File: src/thrs_pkg.sv
// shared constants and types of the track hit region selector
// no dependencies; used by the hit and configuration interfaces and the top level
package thrs_pkg;

	// photodetector geometry
	localparam int CHAN_PER_DET = 128;
	localparam int CHAN_HALF    = CHAN_PER_DET / 2;
	localparam int CH_W         = 7;
	localparam int DET_IDX_W    = 2;

	// register widths
	localparam int CNT_W      = 8;
	localparam int MAT_W      = 9;
	localparam int DET_EDGE_W = 7;
	localparam int DIE_W      = 7;
	localparam int SUM_W      = MAT_W + 1;

	// configuration port
	localparam int CFG_IDX_W  = 3;
	localparam int CFG_DATA_W = MAT_W;

	typedef enum logic [CFG_IDX_W-1:0] {
		REG_MIN_C_SIDE      = 3'd0,
		REG_MIN_A_SIDE      = 3'd1,
		REG_MIN_TOP_HALF    = 3'd2,
		REG_MIN_BOTTOM_HALF = 3'd3,
		REG_MIN_TOTAL       = 3'd4,
		REG_EXCL_MAT_EDGE   = 3'd5,
		REG_EXCL_DET_EDGE   = 3'd6,
		REG_EXCL_DIE_CENTER = 3'd7
	} cfg_reg_t;

	// per-track hit counters
	typedef struct packed {
		logic [CNT_W-1:0] c_side;
		logic [CNT_W-1:0] a_side;
		logic [CNT_W-1:0] top;
		logic [CNT_W-1:0] bottom;
		logic [CNT_W-1:0] total;
	} counts_t;

	// hit item as held in the input stage
	typedef struct packed {
		logic                 is_ours;
		logic                 side;
		logic                 in_top;
		logic                 in_bottom;
		logic [DET_IDX_W-1:0] detector_index;
		logic [CH_W-1:0]      channel;
		logic                 base_ok;
		logic                 last;
	} hit_t;

endpackage

File: src/thrs_hit_if.sv
// hit item channel: valid, ready and one hit's fields
// depends on thrs_pkg
interface thrs_hit_if import thrs_pkg::*; ();
	logic                 valid;
	logic                 ready;
	logic                 is_ours;
	logic                 side;
	logic                 in_top;
	logic                 in_bottom;
	logic [DET_IDX_W-1:0] detector_index;
	logic [CH_W-1:0]      channel;
	logic                 base_ok;
	logic                 last;

	modport source (output valid, is_ours, side, in_top, in_bottom, detector_index, channel,
		base_ok, last, input ready);
	modport sink (input valid, is_ours, side, in_top, in_bottom, detector_index, channel,
		base_ok, last, output ready);
endinterface

File: src/thrs_res_if.sv
// result item channel: valid, ready and the track verdict
// no package dependency
interface thrs_res_if;
	logic valid;
	logic ready;
	logic accept;
	logic hit_excluded;

	modport source (output valid, accept, hit_excluded, input ready);
	modport sink (input valid, accept, hit_excluded, output ready);
endinterface

File: src/thrs_cfg_if.sv
// configuration write channel: valid, ready, register index and data
// depends on thrs_pkg
interface thrs_cfg_if import thrs_pkg::*; ();
	logic                  valid;
	logic                  ready;
	logic [CFG_IDX_W-1:0]  index;
	logic [CFG_DATA_W-1:0] data;

	modport source (output valid, index, data, input ready);
	modport sink (input valid, index, data, output ready);
endinterface

File: src/track_hit_region_selector_unit.sv
// top level of the track hit region selector
// depends on thrs_pkg, thrs_hit_if, thrs_res_if and thrs_cfg_if
//
// Takes one hit per item and emits one verdict item on each item marked last.
// Each hit is first captured in an input register; while it is held there the
// exclusion windows are checked, and as it leaves the saturating per-track
// counters are updated or, on the last item, the verdict is compared on the
// updated counts, loaded into the result register and the counters cleared.
// One item is taken every cycle; the only stall comes from a last item meeting
// a result register whose previous verdict is not yet taken. A hit reaches
// the counters as it leaves the input register; a last item's verdict is loaded
// at that edge and offered on the result channel. Configuration writes are
// always taken and should only be issued while no track is open.
module track_hit_region_selector_unit import thrs_pkg::*; (
	input  logic           clk,
	input  logic           arst_n,
	thrs_hit_if.sink       hit,
	thrs_res_if.source     result,
	thrs_cfg_if.sink       cfg
);

	// configuration registers
	logic [CNT_W-1:0]      min_c_q, min_a_q, min_top_q, min_bot_q, min_all_q;
	logic [MAT_W-1:0]      excl_mat_q;
	logic [DET_EDGE_W-1:0] excl_det_q;
	logic [DIE_W-1:0]      excl_die_q;

	// input stage
	logic  hit_valid_s1;
	hit_t  hit_s1;

	// track state
	counts_t counts_q;
	logic    excl_seen_q;

	// result register
	logic res_valid_q;
	logic res_accept_q;
	logic res_excl_q;

	logic    s1_advance;
	logic    res_load;
	logic    excluded;
	logic    excl_next;
	counts_t counts_next;
	logic    verdict;

	// widened operands for window compares
	logic [SUM_W-1:0] ch_w;
	logic [SUM_W-1:0] mat_w;
	logic [SUM_W-1:0] rest_w;
	logic [SUM_W-1:0] det_w;
	logic [SUM_W-1:0] die_w;
	logic [SUM_W-1:0] full_w;
	logic [SUM_W-1:0] half_w;
	logic             mat_hit, edge_hit, die_hit;

	function automatic logic [CNT_W-1:0] sat_inc(input logic [CNT_W-1:0] v);
		sat_inc = (v == {CNT_W{1'b1}}) ? v : v + 1'b1;
	endfunction

	// configuration writes
	assign cfg.ready = 1'b1;

	always_ff @(posedge clk or negedge arst_n) begin
		if (!arst_n) begin
			min_c_q    <= '0;
			min_a_q    <= '0;
			min_top_q  <= '0;
			min_bot_q  <= '0;
			min_all_q  <= '0;
			excl_mat_q <= '0;
			excl_det_q <= '0;
			excl_die_q <= '0;
		end else if (cfg.valid) begin
			case (cfg_reg_t'(cfg.index))
				REG_MIN_C_SIDE:      min_c_q    <= cfg.data[CNT_W-1:0];
				REG_MIN_A_SIDE:      min_a_q    <= cfg.data[CNT_W-1:0];
				REG_MIN_TOP_HALF:    min_top_q  <= cfg.data[CNT_W-1:0];
				REG_MIN_BOTTOM_HALF: min_bot_q  <= cfg.data[CNT_W-1:0];
				REG_MIN_TOTAL:       min_all_q  <= cfg.data[CNT_W-1:0];
				REG_EXCL_MAT_EDGE:   excl_mat_q <= cfg.data[MAT_W-1:0];
				REG_EXCL_DET_EDGE:   excl_det_q <= cfg.data[DET_EDGE_W-1:0];
				REG_EXCL_DIE_CENTER: excl_die_q <= cfg.data[DIE_W-1:0];
				default: ;
			endcase
		end
	end

	// handshake: the input stage moves on unless a last item must wait for
	// the result register to drain
	assign s1_advance = hit_valid_s1 && !(hit_s1.last && res_valid_q && !result.ready);
	assign hit.ready  = !hit_valid_s1 || s1_advance;
	assign res_load   = s1_advance && hit_s1.last;

	always_ff @(posedge clk or negedge arst_n) begin
		if (!arst_n) begin
			hit_valid_s1 <= 1'b0;
		end else if (hit.ready) begin
			hit_valid_s1 <= hit.valid;
		end
	end

	always_ff @(posedge clk) begin
		if (hit.valid && hit.ready) begin
			hit_s1.is_ours        <= hit.is_ours;
			hit_s1.side           <= hit.side;
			hit_s1.in_top         <= hit.in_top;
			hit_s1.in_bottom      <= hit.in_bottom;
			hit_s1.detector_index <= hit.detector_index;
			hit_s1.channel        <= hit.channel;
			hit_s1.base_ok        <= hit.base_ok;
			hit_s1.last           <= hit.last;
		end
	end

	// exclusion windows, all compares widened to SUM_W so that none wraps
	always_comb begin
		ch_w   = SUM_W'(hit_s1.channel);
		mat_w  = SUM_W'(excl_mat_q);
		det_w  = SUM_W'(excl_det_q);
		die_w  = SUM_W'(excl_die_q);
		full_w = SUM_W'(CHAN_PER_DET);
		half_w = SUM_W'(CHAN_HALF);
		rest_w = mat_w - full_w;

		// mat edge: past one photodetector width the outer ones are gone
		// entirely and the rest eats into the inner ones
		mat_hit = 1'b0;
		if (mat_w >= full_w) begin
			case (hit_s1.detector_index)
				2'd0, 2'd3: mat_hit = 1'b1;
				2'd1:       mat_hit = ch_w < rest_w;
				2'd2:       mat_hit = (ch_w + rest_w >= full_w) && (rest_w != '0);
				default:    mat_hit = 1'b0;
			endcase
		end else if (mat_w != '0) begin
			case (hit_s1.detector_index)
				2'd0:    mat_hit = ch_w < mat_w;
				2'd3:    mat_hit = ch_w + mat_w >= full_w;
				default: mat_hit = 1'b0;
			endcase
		end

		// both edges of every photodetector
		edge_hit = (det_w != '0) && ((ch_w < det_w) || (ch_w + det_w >= full_w));

		// gap around the die centre
		die_hit = (die_w != '0) &&
			(((ch_w < half_w) && (ch_w + die_w >= half_w)) ||
			 ((ch_w >= half_w) && (ch_w - half_w < die_w)));

		excluded = mat_hit || edge_hit || die_hit;
	end

	// counter update and verdict
	always_comb begin
		counts_next = counts_q;
		excl_next   = excl_seen_q;
		if (hit_s1.is_ours) begin
			if (excluded) begin
				excl_next = 1'b1;
			end else begin
				if (hit_s1.side) begin
					counts_next.a_side = sat_inc(counts_q.a_side);
				end else begin
					counts_next.c_side = sat_inc(counts_q.c_side);
				end
				if (hit_s1.in_top) begin
					counts_next.top = sat_inc(counts_q.top);
				end
				if (hit_s1.in_bottom) begin
					counts_next.bottom = sat_inc(counts_q.bottom);
				end
				counts_next.total = sat_inc(counts_q.total);
			end
		end
		verdict = !excl_next &&
			(counts_next.c_side >= min_c_q) &&
			(counts_next.a_side >= min_a_q) &&
			(counts_next.top >= min_top_q) &&
			(counts_next.bottom >= min_bot_q) &&
			(counts_next.total >= min_all_q) &&
			hit_s1.base_ok;
	end

	// track state, cleared after each last item
	always_ff @(posedge clk or negedge arst_n) begin
		if (!arst_n) begin
			counts_q    <= '0;
			excl_seen_q <= 1'b0;
		end else if (s1_advance) begin
			if (hit_s1.last) begin
				counts_q    <= '0;
				excl_seen_q <= 1'b0;
			end else begin
				counts_q    <= counts_next;
				excl_seen_q <= excl_next;
			end
		end
	end

	// result register
	always_ff @(posedge clk or negedge arst_n) begin
		if (!arst_n) begin
			res_valid_q <= 1'b0;
		end else if (res_load) begin
			res_valid_q <= 1'b1;
		end else if (result.ready) begin
			res_valid_q <= 1'b0;
		end
	end

	always_ff @(posedge clk) begin
		if (res_load) begin
			res_accept_q <= verdict;
			res_excl_q   <= excl_next;
		end
	end

	assign result.valid        = res_valid_q;
	assign result.accept       = res_accept_q;
	assign result.hit_excluded = res_excl_q;

endmodule
File: src/flat_wrapper.sv
// flat-port wrapper written by rule: the top's interface ports become plain ports
module track_hit_region_selector_unit_flat import thrs_pkg::*;
  (clk, arst_n, hit_valid, hit_is_ours, hit_side, hit_in_top, hit_in_bottom, hit_detector_index, hit_channel, hit_base_ok, hit_last, hit_ready, result_valid, result_accept, result_hit_excluded, result_ready, cfg_valid, cfg_index, cfg_data, cfg_ready);
  thrs_hit_if hit_i ();
  thrs_res_if result_i ();
  thrs_cfg_if cfg_i ();
  input  logic clk;
  input  logic arst_n;
  input wire logic [$bits(hit_i.valid)-1:0] hit_valid;
  input wire logic [$bits(hit_i.is_ours)-1:0] hit_is_ours;
  input wire logic [$bits(hit_i.side)-1:0] hit_side;
  input wire logic [$bits(hit_i.in_top)-1:0] hit_in_top;
  input wire logic [$bits(hit_i.in_bottom)-1:0] hit_in_bottom;
  input wire logic [$bits(hit_i.detector_index)-1:0] hit_detector_index;
  input wire logic [$bits(hit_i.channel)-1:0] hit_channel;
  input wire logic [$bits(hit_i.base_ok)-1:0] hit_base_ok;
  input wire logic [$bits(hit_i.last)-1:0] hit_last;
  output wire logic [$bits(hit_i.ready)-1:0] hit_ready;
  output wire logic [$bits(result_i.valid)-1:0] result_valid;
  output wire logic [$bits(result_i.accept)-1:0] result_accept;
  output wire logic [$bits(result_i.hit_excluded)-1:0] result_hit_excluded;
  input wire logic [$bits(result_i.ready)-1:0] result_ready;
  input wire logic [$bits(cfg_i.valid)-1:0] cfg_valid;
  input wire logic [$bits(cfg_i.index)-1:0] cfg_index;
  input wire logic [$bits(cfg_i.data)-1:0] cfg_data;
  output wire logic [$bits(cfg_i.ready)-1:0] cfg_ready;
  assign hit_i.valid = hit_valid;
  assign hit_i.is_ours = hit_is_ours;
  assign hit_i.side = hit_side;
  assign hit_i.in_top = hit_in_top;
  assign hit_i.in_bottom = hit_in_bottom;
  assign hit_i.detector_index = hit_detector_index;
  assign hit_i.channel = hit_channel;
  assign hit_i.base_ok = hit_base_ok;
  assign hit_i.last = hit_last;
  assign hit_ready = hit_i.ready;
  assign result_valid = result_i.valid;
  assign result_accept = result_i.accept;
  assign result_hit_excluded = result_i.hit_excluded;
  assign result_i.ready = result_ready;
  assign cfg_i.valid = cfg_valid;
  assign cfg_i.index = cfg_index;
  assign cfg_i.data = cfg_data;
  assign cfg_ready = cfg_i.ready;
  track_hit_region_selector_unit u_core (.clk(clk), .arst_n(arst_n), .hit(hit_i), .result(result_i), .cfg(cfg_i));
endmodule
File: config.mk
export PLATFORM = sky130hd
export DESIGN_NAME = track_hit_region_selector_unit_flat
export DESIGN_NICKNAME = d
export VERILOG_FILES = /design/src/thrs_pkg.sv /design/src/thrs_hit_if.sv /design/src/thrs_res_if.sv /design/src/thrs_cfg_if.sv /design/src/track_hit_region_selector_unit.sv /design/src/flat_wrapper.sv
export SDC_FILE = /design/constraint.sdc
export NUM_CORES = 1
export LEC_CHECK = 0
export BUFFER_PORTS_ARGS = -buffer_cell sky130_fd_sc_hd__clkbuf_2
export CAP_MARGIN = 10
export CORE_ASPECT_RATIO = 1.25
export CORE_UTILIZATION = 55
export CTS_CLUSTER_SIZE = 16
export DETAILED_ROUTE_END_ITERATION = 16
export PLACE_DENSITY = 0.72
export SLEW_MARGIN = 20
export SYNTH_ARGS = -nofsm -noshare
export SYNTH_HDL_FRONTEND = slang
export SYNTH_SLANG_ARGS = --single-unit
File: constraint.sdc
create_clock -name clk -period 12.6 [get_ports clk]
set_input_delay 1.89 -clock clk [delete_from_list [all_inputs] [get_ports clk]]
set_output_delay 1.89 -clock clk [all_outputs]
set_load 0.1 [all_outputs]
Word-level counts from Yosys, hierarchy flattened
Index checks and enable logic that the tools add are counted.
- register bits after elaboration: 123
- input port bits: 32
- mux-type cells: 21
- add/sub/neg operators: 11
- magnitude comparators: 16
- equality and inequality tests: 15
- reduce and logical (&&, ||, !) cells: 41
- operators by type and width (operator ; number):
    2-to-1 mux 40 bit ; 3
    2-to-1 mux 8 bit ; 9
    adder 8 x 1 -> 8 bit (second input constant) ; 5
    == test 8 bit (second input constant) ; 5
    greater-or-equal comparator 8 bit ; 5
    greater-or-equal comparator 10 x 8 -> 1 bit (second input constant) ; 3
    adder 7 x 7 -> 8 bit ; 2
    logical AND 1 bit ; 16
    AND reduction 2 bit ; 8
    nonzero test 7 bit ; 2
    == test 3 bit (second input constant) ; 4
    adder 7 x 10 -> 10 bit ; 1
    adder 7 x 9 -> 10 bit ; 1
    greater-or-equal comparator 10 x 7 -> 1 bit (second input constant) ; 1
    less-than comparator 10 x 7 -> 1 bit ; 1
    less-than comparator 7 x 10 -> 1 bit ; 1
    nonzero test 10 bit ; 1
    subtractor 9 x 8 -> 10 bit (second input constant) ; 1
    greater-or-equal comparator 9 x 8 -> 1 bit (second input constant) ; 1
    less-than comparator 7 x 9 -> 1 bit ; 1
    nonzero test 9 bit ; 1
    subtractor 7 x 7 -> 8 bit (second input constant) ; 1
    greater-or-equal comparator 7 bit (second input constant) ; 1
    less-than comparator 7 bit ; 1
    14 further kinds ; 29

Longest topological paths before layout
Gate-level depths: netlist of run 1.
- depth in word-level cells: 17
- gate-level depth with buffers: 22
- depth with buffers taken out: 21

Worst setup path after synthesis of run 1
OpenSTA, ideal clock, no wires.
- path kind: input port to output port
- start point: input port result_ready
- end point: output port hit_ready
- data arrival time: 2.894 ns
- path buffers: 0
- required time: 10.710 ns
- setup slack: 7.816 ns
- stages on the path: 1
- cells stage by stage: nand4b_1
- longest elaborated chain between the ends: 5
- RTL lines (what ; line ; source):
    start: declaration ; flat_wrapper.sv:22 ; input wire logic [$bits(result_i.ready)-1:0] result_ready;
    logical NOT 1 bit ; track_hit_region_selector_unit.sv:92 ; assign s1_advance = hit_valid_s1 && !(hit_s1.last && res_valid_q && !result.ready);
    logical AND 1 bit ; track_hit_region_selector_unit.sv:92 ;
    logical NOT 1 bit ; track_hit_region_selector_unit.sv:92 ;
    logical AND 1 bit ; track_hit_region_selector_unit.sv:92 ;
    logical OR 1 bit ; track_hit_region_selector_unit.sv:93 ; assign hit.ready = !hit_valid_s1 || s1_advance;
    end: declaration ; flat_wrapper.sv:18 ; output wire logic [$bits(hit_i.ready)-1:0] hit_ready;
Every way passes these cells.

Worst setup path in the final report of run 1
- start point: register u_core.hit_s1, in the netlist u_core.ch_w[6]
- end point: register u_core.res_accept_q, in the netlist u_core.result.accept, data pin
- longest elaborated chain between the ends: 16
- elaborated cells between the ends (all ways): 44
- classes of those cells: add/sub: 5; order compare: 15; mux: 8; reduce/logical: 16
- RTL lines (what ; line ; source):
    start: declaration ; track_hit_region_selector_unit.sv:30 ; hit_t hit_s1;
    adder 7 x 9 -> 10 bit / adder 7 x 10 -> 10 bit (equally long branches) ; track_hit_region_selector_unit.sv:140, track_hit_region_selector_unit.sv:134 ;
    greater-or-equal comparator 10 x 8 -> 1 bit (on tied branches) ; track_hit_region_selector_unit.sv:140, track_hit_region_selector_unit.sv:134 ;
    one-hot mux 1 bit (2 select lines) / logical AND 1 bit (equally long branches) ; track_hit_region_selector_unit.sv:138, track_hit_region_selector_unit.sv:134 ;
    2-to-1 mux 1 bit / one-hot mux 1 bit (3 select lines) (equally long branches) ; track_hit_region_selector_unit.sv:137, track_hit_region_selector_unit.sv:131 ;
    2-to-1 mux 1 bit ; track_hit_region_selector_unit.sv:130 ; if (mat_w >= full_w) begin
    logical OR 1 bit ; track_hit_region_selector_unit.sv:153 ; excluded = mat_hit || edge_hit || die_hit;
    logical OR 1 bit * ; track_hit_region_selector_unit.sv:153 ;
    2-to-1 mux 40 bit / 2-to-1 mux 1 bit (equally long branches) ; track_hit_region_selector_unit.sv:161 ; if (excluded) begin
    2-to-1 mux 40 bit / 2-to-1 mux 1 bit (equally long branches) ; track_hit_region_selector_unit.sv:160 ; if (hit_s1.is_ours) begin
    greater-or-equal comparator 8 bit / logical NOT 1 bit (equally long branches) ; track_hit_region_selector_unit.sv:179, track_hit_region_selector_unit.sv:178 ;
    logical AND 1 bit ; track_hit_region_selector_unit.sv:178 ; verdict = !excl_next &&
    logical AND 1 bit ; track_hit_region_selector_unit.sv:179 ; (counts_next.c_side >= min_c_q) &&
    logical AND 1 bit ; track_hit_region_selector_unit.sv:180 ; (counts_next.a_side >= min_a_q) &&
    logical AND 1 bit ; track_hit_region_selector_unit.sv:181 ; (counts_next.top >= min_top_q) &&
    logical AND 1 bit * ; track_hit_region_selector_unit.sv:182 ; (counts_next.bottom >= min_bot_q) &&
    logical AND 1 bit * ; track_hit_region_selector_unit.sv:183 ; (counts_next.total >= min_all_q) &&
    net u_core.verdict ; track_hit_region_selector_unit.sv:46 ; logic verdict;
    end signal: assignment ; track_hit_region_selector_unit.sv:216 ; res_accept_q <= verdict;
    end: declaration ; track_hit_region_selector_unit.sv:38 ; logic res_accept_q;
Mark *: on every way through the listed nets, which the timed path passes. The rest lies on a longest branch.
A chain may end at the register's enable or synchronous reset.

==> metrics, run 1 <==
largest net degree at the start of global routing 59; Worst-path clk slew 0.06 ns; area fraction in and, or, nand and nor cells after synthesis 0.182; Static Leak 4.25 nW; setup repair after global routing missed its margin no; Post-Route Skew 0.0106 ns; final count of pins violating max slew 0; status complete, but fails checks; overall global routing resource usage 0.257; commonest non-fill, non-tap cell in the layout sky130_fd_sc_hd__dfrtp_1; overall die width 112 um; maximum clock frequency 186 MHz; total routed wirelength 18700 um; hold buffer count at cts 0; max_cap viols 0; Total Die Area 0.0157 mm2; count of endpoints failing hold in the final timing report 0; Worst Reg-to-Reg Cells 19; worst-case headroom to the max-slew limit 0.342; Worst Tran Pin Value 0.987 ns; total number of H-tree levels 4; residual antenna-violating net count after detailed routing 0; Peak VDD IR 94.4 uV; Port-buffer cells 35; initial drt markers 290; data required time of the worst path 12.74 ns; average wire length per cell after detail routing 17.3 um; unique cell type count in the Yosys netlist 76; Placeable Area 0.0146 mm2; final HPWL from detailed placement 13900 um; Worst R2R Start u_core.ch_w[6]; Main synth FF type sky130_fd_sc_hd__dfrtp_1; most used cells in the layout excluding fill and tap cells sky130_fd_sc_hd__dfrtp_1 (106), sky130_fd_sc_hd__ha_1 (95), sky130_fd_sc_hd__nand2_1 (84); clock sink count 123; Worst Hold Path EP u_core.min_bot_q[2]; fraction of layout instances using a drive strength above 1 0.157; post_cts resized 0; Async S/R FF share, synth 0.862; synthesized-area fraction occupied by ao, oa, aoi and oai cells 0.132; number of clock buffers inserted by TritonCTS 17; height of the die 140 um; synthesized cell area 0.00834 mm2; routability cong. 0.912; proportion of synthesized area in mux cells 0.0775; Worst setup EP type flip-flop; register-to-register setup slack 7.22 ns; number of remaining DRC errors 1; Hold/Removal Path Class reg -> reg; TritonCTS clock tree done; Max Fanout on Critical Path 22; CP Data Arrival Time 5.51 ns; initial core utilization 0.571; number of global-route vias before repair 6316; first-pass GRT wire length 31500 um; total power draw 1.34 mW; initial antenna violation count 0; average cell area after synthesis 9.68 um2; clock period minus final worst setup slack 5.38 ns; total number of vias 6369; number of search-and-repair iterations in the first detailed-routing pass 14; syn nets 990; remaining global-route overflow 0; area overhead of the layout relative to synthesis 10.4%; start point of the worst min-delay path u_core.min_bot_q[2]; largest family of logic cells by synthesized area simple AND/OR/NAND/NOR gates; FF+latch count, synth 123; number of top-level pins 37; R2R Path End u_core.result.accept; adder and majority gate portion of the synthesized area 0.147; hold path cells 1; total inserted antenna cells 0; Vias/cell 5.88; Layout Nets 1022; final number of setup-violating endpoints 0; Seq/Total Area, Yosys 0.379; root buffer selected by CTS sky130_fd_sc_hd__clkbuf_16; standard-cell row count 49; clock latency of the later-clocked register in the worst-skew pair 0.41 ns; count of buffers added by post-CTS timing repair for setup 0; largest buffer count on any clock path 2; kind of critical path reg -> reg; violated checks DRC; number of enable flip-flop cells after synthesis 17; sum of negative setup slack 0 ns; synthesized instance count 861; critical path startpoint category flip-flop; parity-gate share of the synthesized area counting xor and xnor cells 0.0263; total power density per cell area 145 mW/mm2; Warnings, synthesis 0; portion of the clock cycle consumed by the worst path in the final layout 0.427
-- per-layer routing --
metal / track usage / share of wire / vias up
li1: - / - / 3119
met1: 0.320 / 0.43 / 3054
met2: 0.440 / 0.50 / 150
met3: 0.0427 / 0.035 / 46
met4: 0.108 / 0.032 / 0
met5: 0 / 0 / -
-- worst max path at each step --
stage / from / endpoint / depth (start not counted)
final: u_core.ch_w[6] / u_core.result.accept / 19
after global routing: u_core.ch_w[1] / u_core.result.accept / 20
after CTS: u_core.ch_w[6] / u_core.result.accept / 19
after detailed placement: u_core.ch_w[6] / u_core.result.accept / 19
after global placement: u_core.ch_w[6] / u_core.result.accept / 19
after floorplan: result_ready / hit_ready / 1
-- critical path, cell delays in order (launching register included) --
cell                        delay [ns]
sky130_fd_sc_hd__edfxtp_1         0.53
sky130_fd_sc_hd__ha_1             0.40
sky130_fd_sc_hd__or3_4            0.40
sky130_fd_sc_hd__nor4_2           0.26
sky130_fd_sc_hd__a31o_1           0.18
sky130_fd_sc_hd__o2111ai_1        0.13
sky130_fd_sc_hd__a32oi_2          0.38
sky130_fd_sc_hd__nand3_4          0.39
sky130_fd_sc_hd__a311oi_4         0.75
sky130_fd_sc_hd__xnor2_1          0.19
sky130_fd_sc_hd__ha_1             0.25
sky130_fd_sc_hd__nand2b_1         0.14
sky130_fd_sc_hd__a21oi_1          0.14
sky130_fd_sc_hd__nor2b_1          0.06
sky130_fd_sc_hd__o21ai_0          0.14
sky130_fd_sc_hd__nand2b_1         0.07
sky130_fd_sc_hd__a21oi_1          0.16
sky130_fd_sc_hd__nor2_1           0.06
sky130_fd_sc_hd__a2111oi_0        0.36
sky130_fd_sc_hd__nor4_1           0.10
-- kinds of logic (layout without fill, tap and decap cells) --
logic type / count (synthesis) / in the layout
simple gates: 279 / 279
compound gates: 164 / 164
flops: 123 / 123
buf+inv: 113 / 158
fa+ha+maj: 97 / 97
mux: 59 / 59
xor+xnor: 25 / 25
other cells: 1 / 1
-- metrics by stage --
stage	worst slack [ns]	std cells	hold WS, ns	cell area (um2)	utilization
global placement	7.37	1052	0.489	8650	0.593
global route	6.76	1084	0.527	9200	0.631
detailed placement	7.23	1052	0.493	8650	0.593
finish	7.22	1084	0.510	9200	0.631
CTS	7.23	1084	0.511	9200	0.631
floorplan	7.82	861	0.479	8340	-
-- registers in the layout, summed over array words and instances, names as in the netlist --
| signal | cells |
|---|---|
| u_core.ch_w | 7 |
| u_core.counts_q | 40 |
| u_core.excl_det_q | 7 |
| u_core.excl_die_q | 7 |
| u_core.excl_mat_q | 9 |
| u_core.excl_seen_q | 1 |
| u_core.hit_s1 | 8 |
| u_core.hit_valid_s1 | 1 |
| u_core.min_a_q | 8 |
| u_core.min_all_q | 8 |
| u_core.min_bot_q | 8 |
| u_core.min_c_q | 8 |
| u_core.min_top_q | 8 |
| u_core.result.accept | 1 |
| u_core.result.hit_excluded | 1 |
| u_core.result.valid | 1 |
-- cells in the mapped netlist (4+ instances only) --
cell type	count	area share
sky130_fd_sc_hd__xor2_1	11	0.012
sky130_fd_sc_hd__dfrtp_1	106	0.32
sky130_fd_sc_hd__o21a_1	6	0.0054
sky130_fd_sc_hd__ha_1	95	0.14
sky130_fd_sc_hd__o21ai_1	8	0.0048
sky130_fd_sc_hd__mux2i_1	15	0.018
sky130_fd_sc_hd__o22ai_1	4	0.0030
sky130_fd_sc_hd__nor2_1	37	0.017
sky130_fd_sc_hd__a21oi_1	25	0.015
sky130_fd_sc_hd__nor3_2	5	0.0060
sky130_fd_sc_hd__and2_1	6	0.0045
sky130_fd_sc_hd__a2111oi_0	4	0.0042
sky130_fd_sc_hd__nor2b_1	15	0.011
sky130_fd_sc_hd__xnor2_1	14	0.015
sky130_fd_sc_hd__nor4_1	11	0.0083
sky130_fd_sc_hd__inv_1	83	0.037
sky130_fd_sc_hd__nand2_1	84	0.038
sky130_fd_sc_hd__nor3_1	24	0.014
sky130_fd_sc_hd__o21ai_0	51	0.031
sky130_fd_sc_hd__o211ai_1	4	0.0036
sky130_fd_sc_hd__a21o_1	12	0.011
sky130_fd_sc_hd__and3_1	16	0.012
sky130_fd_sc_hd__mux2_2	44	0.059
sky130_fd_sc_hd__nand4_1	8	0.0060
sky130_fd_sc_hd__a31oi_1	4	0.0030
sky130_fd_sc_hd__nand4b_1	4	0.0042
sky130_fd_sc_hd__edfxtp_1	17	0.061
sky130_fd_sc_hd__o311ai_0	6	0.0063
sky130_fd_sc_hd__nand2b_1	19	0.014
sky130_fd_sc_hd__nand3_1	28	0.017
sky130_fd_sc_hd__clkbuf_1	23	0.010
sky130_fd_sc_hd__o31ai_1	9	0.0081
-- report_power, final --
group	internal, mW	leakage [nW]	switching [mW]	total, mW
clock network	0.270	0.257	0.181	0.451
logic	0.157	2.48	0.194	0.351
registers	0.470	1.51	0.0657	0.536
total	0.897	4.25	0.441	1.34
-- final cells by class --
cell class,count,area [um2]
clock buffers,17,425
well taps,178,223
flip-flops and latches,123,3160
repair buffers,43,238
multi-input cells,625,4720
fillers,1209,5390
inverters,83,312
clock inverters,15,125
Note: power is estimated with default switching activity, not from simulation.
==> run 2: changes to the inputs <==
ABC_AREA = 1   (was unset)
clock period = 5.1 ns   (was 12.6 ns; I/O delays follow)
==> run 2 against run 1 <==
  * The run now ends clean
  * Combinational power grew to 3.2 times the previous value
  * Largest cell class unchanged
  * Count of clock-buffer cells in the layout grew 1
  * Design area grew 10%
  * Highest routed layer unchanged
  * Register-to-register slack lost 6.4 ns
==> metrics, run 2 <==
syn nets 1399; initial antenna violation count 0; hold buffer count at cts 0; largest buffer count on any clock path 2; Worst Reg-to-Reg Cells 22; area of the multi-input gates 0.00525 mm2; Worst setup EP type flip-flop; final count of pins violating max slew 0; number of search-and-repair iterations in the first detailed-routing pass 5; count of endpoints failing hold in the final timing report 0; worst-case headroom to the max-slew limit 0.391; number of enable flip-flop cells after synthesis 17; number of global-route vias before repair 8054; registers with the most flip-flops u_core.counts_q (40), u_core.excl_mat_q (9); Main synth FF type sky130_fd_sc_hd__dfrtp_1; total number of vias 8347; synthesized instance count 1270; clock period minus final worst setup slack 4.33 ns; CP Data Arrival Time 4.59 ns; total non-filler cell area in the finished layout 0.0102 mm2; final HPWL from detailed placement 15900 um; area overhead of the layout relative to synthesis 10.0%; standard-cell row count 52; residual antenna-violating net count after detailed routing 0; flip-flop count of the largest register, all copies and words added 40; overall die width 118 um; post-synth top area share 0.287; post_cts resized 0; Total Die Area 0.0173 mm2; status finished, final reports clean; total power density per cell area 367 mW/mm2; total power draw 3.73 mW; commonest non-fill, non-tap cell in the layout sky130_fd_sc_hd__nand2_1; total routed wirelength 23000 um; initial drt markers 574; height of the die 147 um; Hold/Removal Path Class in -> async; TritonCTS clock tree done; area after detailed placement 0.00953 mm2; Seq/Total Area, Yosys 0.343; total inserted antenna cells 0; Post-Route Skew 0.00771 ns; FF+latch count, synth 123; synthesized cell area 0.00923 mm2; register ranked first by flip-flop count u_core.counts_q; fraction of layout instances using a drive strength above 1 0.0726; Warnings, synthesis 0; Max Fanout on Critical Path 33; data required time of the worst path 5.36 ns; maximum clock frequency 231 MHz; overall global routing resource usage 0.278; routability cong. 0.932; dominant cell type by area after synthesis sky130_fd_sc_hd__dfrtp_1; most frequent cell after synthesis sky130_fd_sc_hd__nand2_1; Placeable Area 0.0163 mm2; number of remaining DRC errors 0; average wire length per cell after detail routing 15.2 um; Worst-path clk slew 0.06 ns; Filler Cells Inserted 1519; Port-buffer cells 35; clock sink count 123; remaining global-route overflow 0; Vias/cell 5.52; kind of critical path reg -> reg; count of buffers added by post-CTS timing repair for setup 0; sum of negative setup slack 0 ns; number of clock buffers inserted by TritonCTS 17; initial core utilization 0.565; leading post-synthesis cells by cell area sky130_fd_sc_hd__dfrtp_1 (29%), sky130_fd_sc_hd__nand2_1 (15%), sky130_fd_sc_hd__ha_1 (13%), sky130_fd_sc_hd__inv_1 (6.1%), sky130_fd_sc_hd__o21ai_0 (5.7%); largest net degree at the start of global routing 70; portion of the clock cycle consumed by the worst path in the final layout 0.849; Static Leak 5.19 nW; clock latency of the later-clocked register in the worst-skew pair 0.42 ns; sequential cell area 0.00316 mm2; Layout Nets 1411; max_cap viols 0; root buffer selected by CTS sky130_fd_sc_hd__clkbuf_16; top cells by count, synth sky130_fd_sc_hd__nand2_1 (372), sky130_fd_sc_hd__inv_1 (150), sky130_fd_sc_hd__dfrtp_1 (106), sky130_fd_sc_hd__o21ai_0 (105), sky130_fd_sc_hd__ha_1 (95); most used cells in the layout excluding fill and tap cells sky130_fd_sc_hd__nand2_1 (372), sky130_fd_sc_hd__inv_1 (149), sky130_fd_sc_hd__dfrtp_1 (106); total number of H-tree levels 4; number of top-level pins 37; Worst Tran Pin Value 0.914 ns; first-pass GRT wire length 38200 um; critical path startpoint category flip-flop; Async S/R FF share, synth 0.862; unique cell type count in the Yosys netlist 44; final number of setup-violating endpoints 0; average cell area after synthesis 7.27 um2; setup repair after global routing missed its margin no; worst setup timing slack at the placement stage 0.864 ns; Peak VDD IR 230 uV; slack of the critical path 0.772 ns
[run 2: cell types whose count changed in the layout (fill, tap and decap cells not counted), sizes merged, moves of 40 or more]
cell   before  now
nand3      29   74
nand4       8   48
inv        85  155
nand2      85  374
o21ai      59  111
mux2       44    0
[run 2: worst max-delay path: stages (launching register included)]
cell                        delay [ns]
sky130_fd_sc_hd__edfxtp_1         0.50
sky130_fd_sc_hd__inv_1            0.16
sky130_fd_sc_hd__fa_1             0.44
sky130_fd_sc_hd__nor2_1           0.15
sky130_fd_sc_hd__nand2_1          0.07
sky130_fd_sc_hd__nor2_1           0.10
sky130_fd_sc_hd__nor2_1           0.05
sky130_fd_sc_hd__nor2_1           0.08
sky130_fd_sc_hd__nand2_1          0.06
sky130_fd_sc_hd__nand2_1          0.06
sky130_fd_sc_hd__nand2_1          0.06
sky130_fd_sc_hd__a21oi_2          0.30
sky130_fd_sc_hd__nand3_4          0.39
sky130_fd_sc_hd__buf_4            0.35
sky130_fd_sc_hd__o21ai_1          0.14
sky130_fd_sc_hd__nand2_1          0.11
sky130_fd_sc_hd__ha_1             0.31
sky130_fd_sc_hd__a21oi_1          0.06
sky130_fd_sc_hd__o21ai_0          0.17
sky130_fd_sc_hd__nand2_1          0.08
sky130_fd_sc_hd__o2111ai_1        0.10
sky130_fd_sc_hd__nand4_1          0.20
sky130_fd_sc_hd__nor3_2           0.20
[run 2: cell type report]
cell class / count / share of cell area
Clock buffer: 18 / 0.0432
Sequential cell: 123 / 0.311
Timing Repair Buffer: 45 / 0.0261
Inverter: 155 / 0.0573
Multi-Input combinational cell: 940 / 0.516
Clock inverter: 14 / 0.0191
Tap cell: 216 / 0.0266
[run 2: final timing paths]
kind	from	end	slack (ns)
max in group asynchronous	arst_n	u_core.excl_det_q[4]	3.56
worst max-delay path	u_core.ch_w[1]	u_core.result.accept	0.77
worst min register to register	u_core.counts_q[6]	u_core.counts_q[6]	0.48
worst max register to register	u_core.ch_w[1]	u_core.result.accept	0.77
worst min-delay path	arst_n	u_core.counts_q[27]	0.48
min in group clk	u_core.counts_q[6]	u_core.counts_q[6]	0.48
[run 2: routing by layer]
layer | global-route usage | vias to the layer above | wire length, um
met5 | 0 | - | 0
met2 | 0.491 | 202 | 11600
met4 | 0.126 | 0 | 739
met1 | 0.335 | 3916 | 9790
met3 | 0.0396 | 47 | 906
li1 | - | 4182 | -
[run 2: stage by stage]
step | std cells | utilization | hold slack [ns]
final | 1511 | 0.622 | 0.479
after global routing | 1511 | 0.622 | 0.509
after CTS | 1511 | 0.622 | 0.482
after detailed placement | 1479 | 0.583 | 0.466
after global placement | 1479 | 0.583 | 0.465
after floorplan | 1270 | - | 0.449
[run 2: kinds of logic after synthesis]
group / after synthesis / share of synthesized area
adder cells (fa/ha/maj): 97 / 0.133
buffers and inverters: 207 / 0.0895
AO/OA/AOI/OAI: 208 / 0.125
XOR/XNOR: 28 / 0.0266
flip-flops: 123 / 0.343
other: 1 / 0.000406
AND/OR/NAND/NOR: 606 / 0.283
[run 2: report_power, final]
group          total [mW]  internal (mW)  switching [mW]  leakage [nW]
registers            1.30           1.14           0.154          1.52
clock network        1.30          0.831           0.468         0.295
logic                1.13          0.408           0.727          3.37
total                3.73           2.38            1.35          5.19
==> run 3: changes to the inputs <==
PLACE_DENSITY = 0.75   (was 0.72)
clock period = 3.9 ns   (was 5.1 ns; I/O delays follow)
==> run 3 against run 2 <==
  * Design area grew 4.6%
  * Hold slack lost 0.23 ns
  * Clock skew is 0.0014 ns higher
  * Non-clock buffer count rose by 31
  * Wire length is 4.1% higher
  * Critical path depth did not move
  * Fmax rose by 15%
  * Count of clock-buffer cells in the layout stayed put
  * Setup slack got worse by 0.64 ns
  * Highest routed layer unchanged
==> metrics, run 3 (synthesized netlist as in run 2, its figures left out) <==
final number of setup-violating endpoints 0; standard-cell row count 52; portion of the clock cycle consumed by the worst path in the final layout 0.965; most used cells in the layout excluding fill and tap cells sky130_fd_sc_hd__nand2_1 (365), sky130_fd_sc_hd__inv_1 (148), sky130_fd_sc_hd__dfrtp_1 (106); kind of critical path reg -> reg; final count of pins violating max slew 0; minimum hold slack 0.246 ns; initial antenna violation count 0; count of placed standard cells including taps 1488; total power draw 4.88 mW; worst setup timing slack at the placement stage -0.0200 ns; Peak VDD IR 320 uV; fraction of layout instances using a drive strength above 1 0.126; clock latency of the later-clocked register in the worst-skew pair 0.42 ns; Worst-path clk slew 0.06 ns; overall die width 118 um; height of the die 147 um; TritonCTS clock tree done; Worst R2R Start u_core.ch_w[0]; area after detailed placement 0.00961 mm2; largest net degree at the start of global routing 67; register-to-register setup slack 0.14 ns; register ranked first by flip-flop count u_core.counts_q; total inserted antenna cells 0; initial drt markers 701; first-pass GRT wire length 38200 um; max_cap viols 0; overall global routing resource usage 0.277; data required time of the worst path 4.09 ns; number of clock buffers inserted by TritonCTS 17; final HPWL from detailed placement 15800 um; Hold/Removal Path Class in -> async; status finished, final reports clean; Worst Reg-to-Reg Cells 22; count of endpoints failing hold in the final timing report 0; total non-filler cell area in the finished layout 0.0106 mm2; number of remaining DRC errors 0; worst-case headroom to the max-slew limit 0.400; routability cong. 0.956; commonest non-fill, non-tap cell in the layout sky130_fd_sc_hd__nand2_1; slowest stage cell, crit path sky130_fd_sc_hd__edfxtp_1; total power density per cell area 459 mW/mm2; clock sink count 123; Max Fanout on Critical Path 7; largest buffer count on any clock path 2; largest incremental delay on the critical path 0.45 ns; clock period minus final worst setup slack 3.76 ns; setup repair after global routing missed its margin yes; residual antenna-violating net count after detailed routing 0; area overhead of the layout relative to synthesis 15.2%; number of search-and-repair iterations in the first detailed-routing pass 5; Post-Route Skew 0.00911 ns; number of top-level pins 37; maximum clock frequency 266 MHz; total number of H-tree levels 4; hold buffer count at cts 0; Port-buffer cells 35; registers with the most flip-flops u_core.counts_q (40), u_core.excl_mat_q (9); Cell Chain, Critical Path ha_2 -> inv_1 -> fa_2 -> nor2_2 -> buf_4 -> a21oi_1 -> o21bai_1 -> nand2_1 -> nand2_1 -> nand2_1 -> nand2_1 -> a21oi_4 -> nand3_4 -> clkbuf_16 -> nand2_1 -> nand2_1 -> a21oi_2 -> ha_1 -> a21oi_1 -> o2111ai_4 -> nand4_1 -> nor3_2; remaining global-route overflow 0; Layout Nets 1442; flip-flop count of the largest register, all copies and words added 40; total routed wirelength 23900 um; Static Leak 5.37 nW; CP Launch Point u_core.ch_w[0]; CP Data Arrival Time 3.95 ns; initial core utilization 0.565; Worst Tran Pin Value 0.899 ns; average wire length per cell after detail routing 15.5 um; number of global-route vias before repair 7938; Total Die Area 0.0173 mm2; cell with the most instances on the worst path sky130_fd_sc_hd__nand2_1; slack of the critical path 0.135 ns; critical path startpoint category flip-flop; R2R Path End u_core.result.accept; Vias/cell 5.55; root buffer selected by CTS sky130_fd_sc_hd__clkbuf_16; Placeable Area 0.0163 mm2; total number of vias 8553; Worst setup EP type flip-flop; worst setup path endpoint u_core.result.accept; final std cells w/o fill 1542
==> run 3: cell count changes in the layout (fill, tap and decap cells not counted), moves of 5 or more <==
cell,previous run,this run
sky130_fd_sc_hd__buf_4,10,31
sky130_fd_sc_hd__a21oi_1,58,50
sky130_fd_sc_hd__a21oi_2,2,9
sky130_fd_sc_hd__ha_1,95,88
sky130_fd_sc_hd__nand2_1,372,365
sky130_fd_sc_hd__a21boi_1,18,13
sky130_fd_sc_hd__a21boi_2,0,5
sky130_fd_sc_hd__nand2_2,2,7
sky130_fd_sc_hd__nor2_1,71,66
==> run 3: timing repair <==
| item | 4_1_cts | 5_1_grt |
|---|---|---|
| resized for setup | 1 | 60 |
| cloned | 0 | 5 |
| setup endpoints to repair | 1 | 1 |
| pin swaps | 0 | 29 |
| setup buffers | 2 | 15 |
==> run 3: metal layers <==
metal,GRT usage,part of all wire
met1,0.334,0.41
met2,0.494,0.51
met3,0.0419,0.049
met4,0.106,0.024
met5,0,0
==> run 3: how the worst min path moves through the flow <==
| stage | startpoint | end | slack, ns |
|---|---|---|---|
| 3_5_place_dp | u_core.min_top_q[5] | u_core.min_top_q[5] | 0.47 |
| 2_1_floorplan | arst_n | u_core.counts_q[0] | 0.29 |
| 5_1_grt | arst_n | u_core.counts_q[13] | 0.31 |
| 6_report | arst_n | u_core.counts_q[32] | 0.25 |
| 4_1_cts | arst_n | u_core.counts_q[34] | 0.27 |
| 3_3_place_gp | u_core.counts_q[6] | u_core.counts_q[6] | 0.47 |
==> run 3: per-stage QoR <==
step,setup TNS (ns),utilization
floorplan,0,-
global placement,0,0.588
detailed placement,-0.0200,0.588
CTS,0,0.623
global route,-0.104,0.651
finish,0,0.651
==> run 3: final cells by class <==
class	count	area, um2
clock inverter	14	113
multi-input combinational	940	5440
timing repair buffer	76	626
inverter	155	582
fill	1378	5700
clock buffer	18	439
sequential	123	3160
tap	216	270
==> run 3: where the power goes <==
group | leakage [nW] | total (mW) | switching (mW) | internal, mW
combinational | 3.60 | 1.72 | 1.05 | 0.675
clock | 0.253 | 1.48 | 0.641 | 0.838
sequential | 1.52 | 1.68 | 0.184 | 1.50
==> run 3: worst max-delay path: cells and delay by family (launching register included) <==
kind            cells  cell delay, ns
simple gates       10            0.89
compound gates      6            1.06
flops               1            0.45
fa+ha+maj           3            0.68
buf+inv             3            0.48
